<file path="src/hdl/first_fit_block_allocator_core_defines.svh">
// Assertion macros shared by the allocator modules.
`ifndef FIRST_FIT_BLOCK_ALLOCATOR_CORE_DEFINES_SVH
`define FIRST_FIT_BLOCK_ALLOCATOR_CORE_DEFINES_SVH

// Same-cycle implication, checked outside reset.
`define FFBA_ASSERT_NOW(lbl, clk, rst_n, ante, cons) \
	lbl: assert property (@(posedge clk) disable iff (!rst_n) (ante) |-> (cons)) \
		else $error("allocator check failed");

// Next-cycle implication, checked outside reset.
`define FFBA_ASSERT_NEXT(lbl, clk, rst_n, ante, cons) \
	lbl: assert property (@(posedge clk) disable iff (!rst_n) (ante) |=> (cons)) \
		else $error("allocator check failed");

`endif

</file>
<file path="src/hdl/ffba_pkg.sv">
`default_nettype none
package ffba_pkg;

	localparam int ALIGN      = 8;
	localparam int ALIGN_W    = $clog2(ALIGN);
	localparam int POOL_UNITS = 4096;
	localparam int TAG_DEPTH  = (POOL_UNITS + ALIGN - 1) / ALIGN;
	localparam int SLOT_W     = $clog2(TAG_DEPTH);
	localparam int SIZE_W     = 13;
	localparam int TAG_W      = SIZE_W + 1;
	localparam int REQ_W      = 14;
	localparam int H_W        = 13;
	localparam int OFF_W      = 12;
	localparam int STAT_W     = 2;

	localparam logic [STAT_W-1:0] ST_ALLOCATED = 2'd0;
	localparam logic [STAT_W-1:0] ST_FAIL      = 2'd1;
	localparam logic [STAT_W-1:0] ST_FORMATTED = 2'd2;

	localparam logic OP_FORMAT = 1'b0;

	localparam int STEP_W = 4;
	typedef logic [STEP_W-1:0] step_t;

	localparam step_t STEP_IDLE      = 4'd0;
	localparam step_t STEP_DISP      = 4'd1;
	localparam step_t STEP_CHECK     = 4'd2;
	localparam step_t STEP_EVAL      = 4'd3;
	localparam step_t STEP_TAKE      = 4'd4;
	localparam step_t STEP_SPLIT     = 4'd5;
	localparam step_t STEP_DONE_OK   = 4'd6;
	localparam step_t STEP_FMT       = 4'd7;
	localparam step_t STEP_DONE_FMT  = 4'd8;
	localparam step_t STEP_DONE_FAIL = 4'd9;

	typedef enum logic [2:0] {
		COND_ALWAYS   = 3'd0,
		COND_ACCEPT   = 3'd1,
		COND_FORMAT   = 3'd2,
		COND_WALK_END = 3'd3,
		COND_NOFIT    = 3'd4,
		COND_EXACT    = 3'd5,
		COND_OUT_FREE = 3'd6
	} cond_t;

	typedef enum logic [1:0] {
		WR_NONE  = 2'd0,
		WR_FMT   = 2'd1,
		WR_TAKE  = 2'd2,
		WR_SPLIT = 2'd3
	} wr_sel_t;

	typedef struct packed {
		logic              in_ready;
		logic              latch_in;
		logic              eval;
		wr_sel_t           wr_sel;
		logic              set_fmt;
		logic              emit;
		logic [STAT_W-1:0] status;
	} act_t;

	typedef struct packed {
		act_t  act;
		cond_t cond;
		step_t target;
		logic  hold;
	} uword_t;

	typedef struct packed {
		logic fmt_op;
		logic walk_end;
		logic fit;
		logic split;
		logic out_free;
	} flags_t;

	// Control store. A step jumps to target when its condition holds;
	// otherwise it either stays put (hold) or falls through to the next step.
	function automatic uword_t ucode(input step_t step);
		uword_t w;
		w            = '0;
		w.cond       = COND_ALWAYS;
		w.target     = STEP_IDLE;
		w.act.wr_sel = WR_NONE;
		w.act.status = ST_FAIL;
		unique case (step)
			STEP_IDLE: begin
				w.act.in_ready = 1'b1;
				w.act.latch_in = 1'b1;
				w.cond         = COND_ACCEPT;
				w.target       = STEP_DISP;
				w.hold         = 1'b1;
			end
			STEP_DISP: begin
				w.cond   = COND_FORMAT;
				w.target = STEP_FMT;
			end
			STEP_CHECK: begin
				w.cond   = COND_WALK_END;
				w.target = STEP_DONE_FAIL;
			end
			STEP_EVAL: begin
				w.act.eval = 1'b1;
				w.cond     = COND_NOFIT;
				w.target   = STEP_CHECK;
			end
			STEP_TAKE: begin
				w.act.wr_sel = WR_TAKE;
				w.cond       = COND_EXACT;
				w.target     = STEP_DONE_OK;
			end
			STEP_SPLIT: begin
				w.act.wr_sel = WR_SPLIT;
				w.target     = STEP_DONE_OK;
			end
			STEP_DONE_OK: begin
				w.act.emit   = 1'b1;
				w.act.status = ST_ALLOCATED;
				w.cond       = COND_OUT_FREE;
				w.hold       = 1'b1;
			end
			STEP_FMT: begin
				w.act.wr_sel  = WR_FMT;
				w.act.set_fmt = 1'b1;
				w.target      = STEP_DONE_FMT;
			end
			STEP_DONE_FMT: begin
				w.act.emit   = 1'b1;
				w.act.status = ST_FORMATTED;
				w.cond       = COND_OUT_FREE;
				w.hold       = 1'b1;
			end
			STEP_DONE_FAIL: begin
				w.act.emit   = 1'b1;
				w.act.status = ST_FAIL;
				w.cond       = COND_OUT_FREE;
				w.hold       = 1'b1;
			end
			default: begin
				w.target = STEP_IDLE;
			end
		endcase
		return w;
	endfunction

endpackage
`default_nettype wire

</file>
<file path="src/hdl/ffba_seq.sv">
`default_nettype none
`include "first_fit_block_allocator_core_defines.svh"
module ffba_seq (
	input  wire logic            clk,
	input  wire logic            arst_n,
	input  wire logic            in_valid,
	input  wire ffba_pkg::flags_t flags,
	output ffba_pkg::act_t       act
);

	ffba_pkg::step_t  step_q;
	ffba_pkg::step_t  step_d;
	ffba_pkg::uword_t uw;
	logic             cond_ok;

	assign uw  = ffba_pkg::ucode(step_q);
	assign act = uw.act;

	always_comb begin
		case (uw.cond)
			ffba_pkg::COND_ALWAYS:   cond_ok = 1'b1;
			ffba_pkg::COND_ACCEPT:   cond_ok = in_valid;
			ffba_pkg::COND_FORMAT:   cond_ok = flags.fmt_op;
			ffba_pkg::COND_WALK_END: cond_ok = flags.walk_end;
			ffba_pkg::COND_NOFIT:    cond_ok = !flags.fit;
			ffba_pkg::COND_EXACT:    cond_ok = !flags.split;
			ffba_pkg::COND_OUT_FREE: cond_ok = flags.out_free;
			default:                 cond_ok = 1'b1;
		endcase
	end

	always_comb begin
		if (cond_ok) begin
			step_d = uw.target;
		end else if (uw.hold) begin
			step_d = step_q;
		end else begin
			step_d = step_q + ffba_pkg::STEP_W'(1);
		end
	end

	always_ff @(posedge clk or negedge arst_n) begin
		if (!arst_n) begin
			step_q <= ffba_pkg::STEP_IDLE;
		end else begin
			step_q <= step_d;
		end
	end

	// An accepted beat always moves the program on to dispatch.
	`FFBA_ASSERT_NEXT(a_accept_dispatch, clk, arst_n, in_valid && act.in_ready,
		step_q == ffba_pkg::STEP_DISP)

endmodule
`default_nettype wire

</file>
<file path="config.mk">
export PLATFORM = sky130hd
export DESIGN_NAME = ffba_seq
export DESIGN_NICKNAME = d
export VERILOG_FILES = /design/src/hdl/ffba_pkg.sv /design/src/hdl/ffba_seq.sv
export VERILOG_INCLUDE_DIRS = /design/src /design/src/hdl
export SDC_FILE = /design/constraint.sdc
export NUM_CORES = 1
export LEC_CHECK = 0
export BUFFER_PORTS_ARGS = -buffer_cell sky130_fd_sc_hd__buf_4
export CAP_MARGIN = 10
export CORE_MARGIN = 2
export CORE_UTILIZATION = 41
export DETAILED_ROUTE_END_ITERATION = 8
export PLACE_DENSITY_LB_ADDON = 0.3
export SLEW_MARGIN = 40
export SYNTH_ARGS = -nofsm -noshare
export SYNTH_HDL_FRONTEND = slang
export SYNTH_SLANG_ARGS = --single-unit
</file>
<file path="constraint.sdc">
create_clock -name clk -period 2.15 [get_ports clk]
set_input_delay 0.215 -clock clk [delete_from_list [all_inputs] [get_ports clk]]
set_output_delay 0.215 -clock clk [all_outputs]
set_load 0.02 [all_outputs]
</file>
==> impl_metrics.py <==
metrics = {
    "outcome": {
        "status": "complete, no violations",
    },
    "worst_setup_path": {
        "reg2regPathDepth": 8,
        "worst-setup-path-type": "reg2reg",
        "r2r_end": "step_q[0]$_DFFE_PN0P_",
        "slowest_delay_ps": 400,
        "startpoint": "step_q[0]$_DFFE_PN0P_",
        "cp_slowest_cell": "dfrtp_1",
        "crit_chain": "inv_1, ha_1, nor2b_1, o21ai_0, buf_4, mux2_4, a22oi_4, mux2i_1",
        "ff2ff_setup_slack_ps": 110,
        "reg2reg_from": "step_q[0]$_DFFE_PN0P_",
        "cp_max_fo": 4,
        "cp.arrival_ps": 2180,
        "startpoint_type": "register",
        "endpoint_kind": "register",
        "crit_required_ps": 2290,
    },
    "die": {
        "ios": 17,
        "die_x_um": 40.9,
        "coreArea_um2": 1280,
        "fp.dieH_um": 40.9,
        "initial_core_util": 0.435,
        "rows": 13,
        "die-area_um2": 1680,
    },
    "logic_synthesis": {
        "synth_common_cells": "mux2i_1, nor2_1",
        "async_reset_ff_frac": 1.00,
        "synth_compound_area_frac": 0.277,
        "synth-seq-cells": 4,
        "synth_warnings": 0,
        "ys.flop_type": "dfrtp_1",
        "synthCells": 63,
        "synth_edf_count": 0,
        "synthMuxAreaShare": 0.170,
        "synth_top_area_frac": 0.179,
        "avgSynthCellArea_um2": 8.88,
        "synth_xor_area_frac": 0.0313,
        "synthAdderAreaFrac": 0.0895,
        "synth_cell_types": 27,
        "synth_top_family_by_area": "compound AO/OA/AOI/OAI gates",
        "ys_top_cells_by_area": "dfrtp_1, mux2i_1, ha_1, a2bb2oi_4, and2_1",
        "yosys.area.top_type": "dfrtp_1",
        "synth.net_count": 75,
        "synth-simple-area-share": 0.166,
        "ys_seq_area_frac": 0.179,
        "syn_area_um2": 559,
        "synth_most_common_cell": "mux2i_1",
    },
    "pwr": {
        "power.share.clock": 0.065,
        "netSwitchingFraction": 0.477,
        "power_density_nw_per_um2": 1830,
        "p_leak_nw": 0.395,
        "peakVddDrop_v": 0.000828,
        "p_int_uw": 715,
        "p_total_mw": 1.37,
        "power_frac_comb": 0.811,
        "power.switching_uw": 653,
        "power_frac_seq": 0.123,
    },
    "detailed_routing": {
        "route.met2.wl_um": 623,
        "avgRoutedWirePerCell_um": 12.5,
        "postRouteAntennaNets": 0,
        "top_layer_used": "met3",
        "drc_errors": 0,
        "dr_total_vias": 534,
        "firstDrtPassIters": 4,
        "postRouteWirelength_um": 1250,
        "m1WireLength_um": 561,
        "vias_per_cell": 5.34,
        "dr_wl_met3_um": 62,
        "drt-initial-drc-count": 13,
    },
    "cts": {
        "numClockSinks": 4,
        "cts_made_buffers": 3,
        "cts-root-buf": "clkbuf_4",
        "clock_latency_ps": 230,
        "h-tree-depth": 1,
        "cts_buffer_depth": 2,
        "cts_tree": "done",
        "path_clk_slew_ps": 40,
    },
    "global_route": {
        "grt_pass1_wl_um": 1990,
        "grt_usage": 0.188,
        "grt_max_degree": 13,
        "grt_overflow": 0,
        "grt_pass1_vias": 459,
        "antenna_found_initial": 0,
    },
    "sta": {
        "maxSlewViolCount": 0,
        "post-route-period-util": 0.948,
        "hold_viol": 0,
        "worstMarginPinSlew_ps": 484,
        "fmax_mhz": 491,
        "finalSetupTns_ps": 0,
        "final.setup_skew_ps": 0.655,
        "rsz0062_at_grt": "no",
        "finalSetupViolations": 0,
        "min_period_ps": 2040,
        "relSlewSlack": 0.678,
    },
    "final_layout": {
        "largest_reg_flops": 4,
        "nets": 99,
        "areaGrowthSynthToFinish_pct": 33.6,
        "top_regs": "step_q: 4 flops",
        "top_register": "step_q",
        "diodes": 0,
        "fin_util": 0.581,
        "layout-drive-gt1-share": 0.376,
        "post_layout_nonfiller_instances": 100,
        "design_area_um2": 747,
    },
    "placed_design": {
        "placed_cells": 95,
        "place_hpwl_um": 976,
        "placed_cell_area_um2": 702,
        "portBuffers": 16,
        "gp_congestion": 0.796,
    },
    "job": {
        "cap_violations": 0,
    },
    "hold_path": {
        "hold_path_class": "in2async",
    },
}
## area by class of cell
cell class / instances / area (µm²)
Clock buffer: 3 / 22.5
Fill cell: 117 / 538
Inverter: 4 / 15.0
Multi-Input combinational cell: 51 / 415
Sequential cell: 4 / 100
Tap cell: 15 / 18.8
Timing Repair Buffer: 23 / 175
## through the flow
step / hold WS, ps / setup slack [ps]
3_3_place_gp: 11.9 / 173
3_5_place_dp: 10.7 / 38.0
6_report: 321 / 112
2_1_floorplan: -80.6 / 156
5_1_grt: 320 / 24.3
4_1_cts: 302 / 46.6
## per-layer routing
layer,up-vias,GRT usage
met2,24,0.285
met1,243,0.247
met4,0,0.108
met5,-,0
li1,267,-
met3,0,0.0326
## power groups by stage
stage	clock, mW	combinational [mW]	sequential [mW]
floorplan	0	0.851	0.148
global placement	0	1.07	0.167
detailed placement	0	1.08	0.171
CTS	0.0958	1.09	0.170
global route	0.0986	1.21	0.173
finish	0.0893	1.11	0.169
## worst max-delay path, delay by kind of cell (launching register included)
| kind | cells | cell delay [ps] |
|---|---|---|
| buffers and inverters | 2 | 290 |
| adder cells (fa/ha/maj) | 1 | 230 |
| multiplexers | 2 | 540 |
| flip-flops | 1 | 400 |
| AND/OR/NAND/NOR | 1 | 170 |
| AO/OA/AOI/OAI | 2 | 310 |
## timing repair
item	CTS	global route
hold buffers	1	0
setup endpoints to repair	0	4
gates resized for setup	0	2
buffers inserted	0	1
endpoints found under the hold margin	4	0
## how the worst max path moves through the flow
stage,endpoint,slack [ps]
finish,step_q[0]$_DFFE_PN0P_,110
global route,step_q[0]$_DFFE_PN0P_,20
CTS,step_q[0]$_DFFE_PN0P_,50
detailed placement,step_q[0]$_DFFE_PN0P_,40
global placement,step_q[2]$_DFFE_PN0P_,170
floorplan,step_q[0]$_DFFE_PN0P_,160
## layout by cell type (no fill, tap or decap)
master         instances
buf_4                 22
mux2i_1                8
nor2_1                 5
inv_1                  4
nand2_1                4
and2_1                 4
o21ai_0                4
dfrtp_1                4
nor2b_1                3
a21oi_1                3
clkbuf_4               3
o31ai_1                2
nor3_1                 2
ha_2                   2
ha_1                   2
o31a_1                 1
o21a_1                 1
a21o_2                 1
a221oi_1               1
a21oi_4                1
a2bb2oi_4              1
mux2_4                 1
a22oi_4                1
nand3_1                1
xnor2_1                1
o211ai_1               1
xor2_1                 1
dlygate4sd3_1          1
## cells by family after synthesis
kind of cell,count (synthesis)
AOI/OAI and AO/OA,17
adders and majority gates,4
and+or+nand+nor,19
buffers and inverters,8
DFF,4
xor gates and xnor gates,2
muxes,9
(Power assumes the default switching activity.)
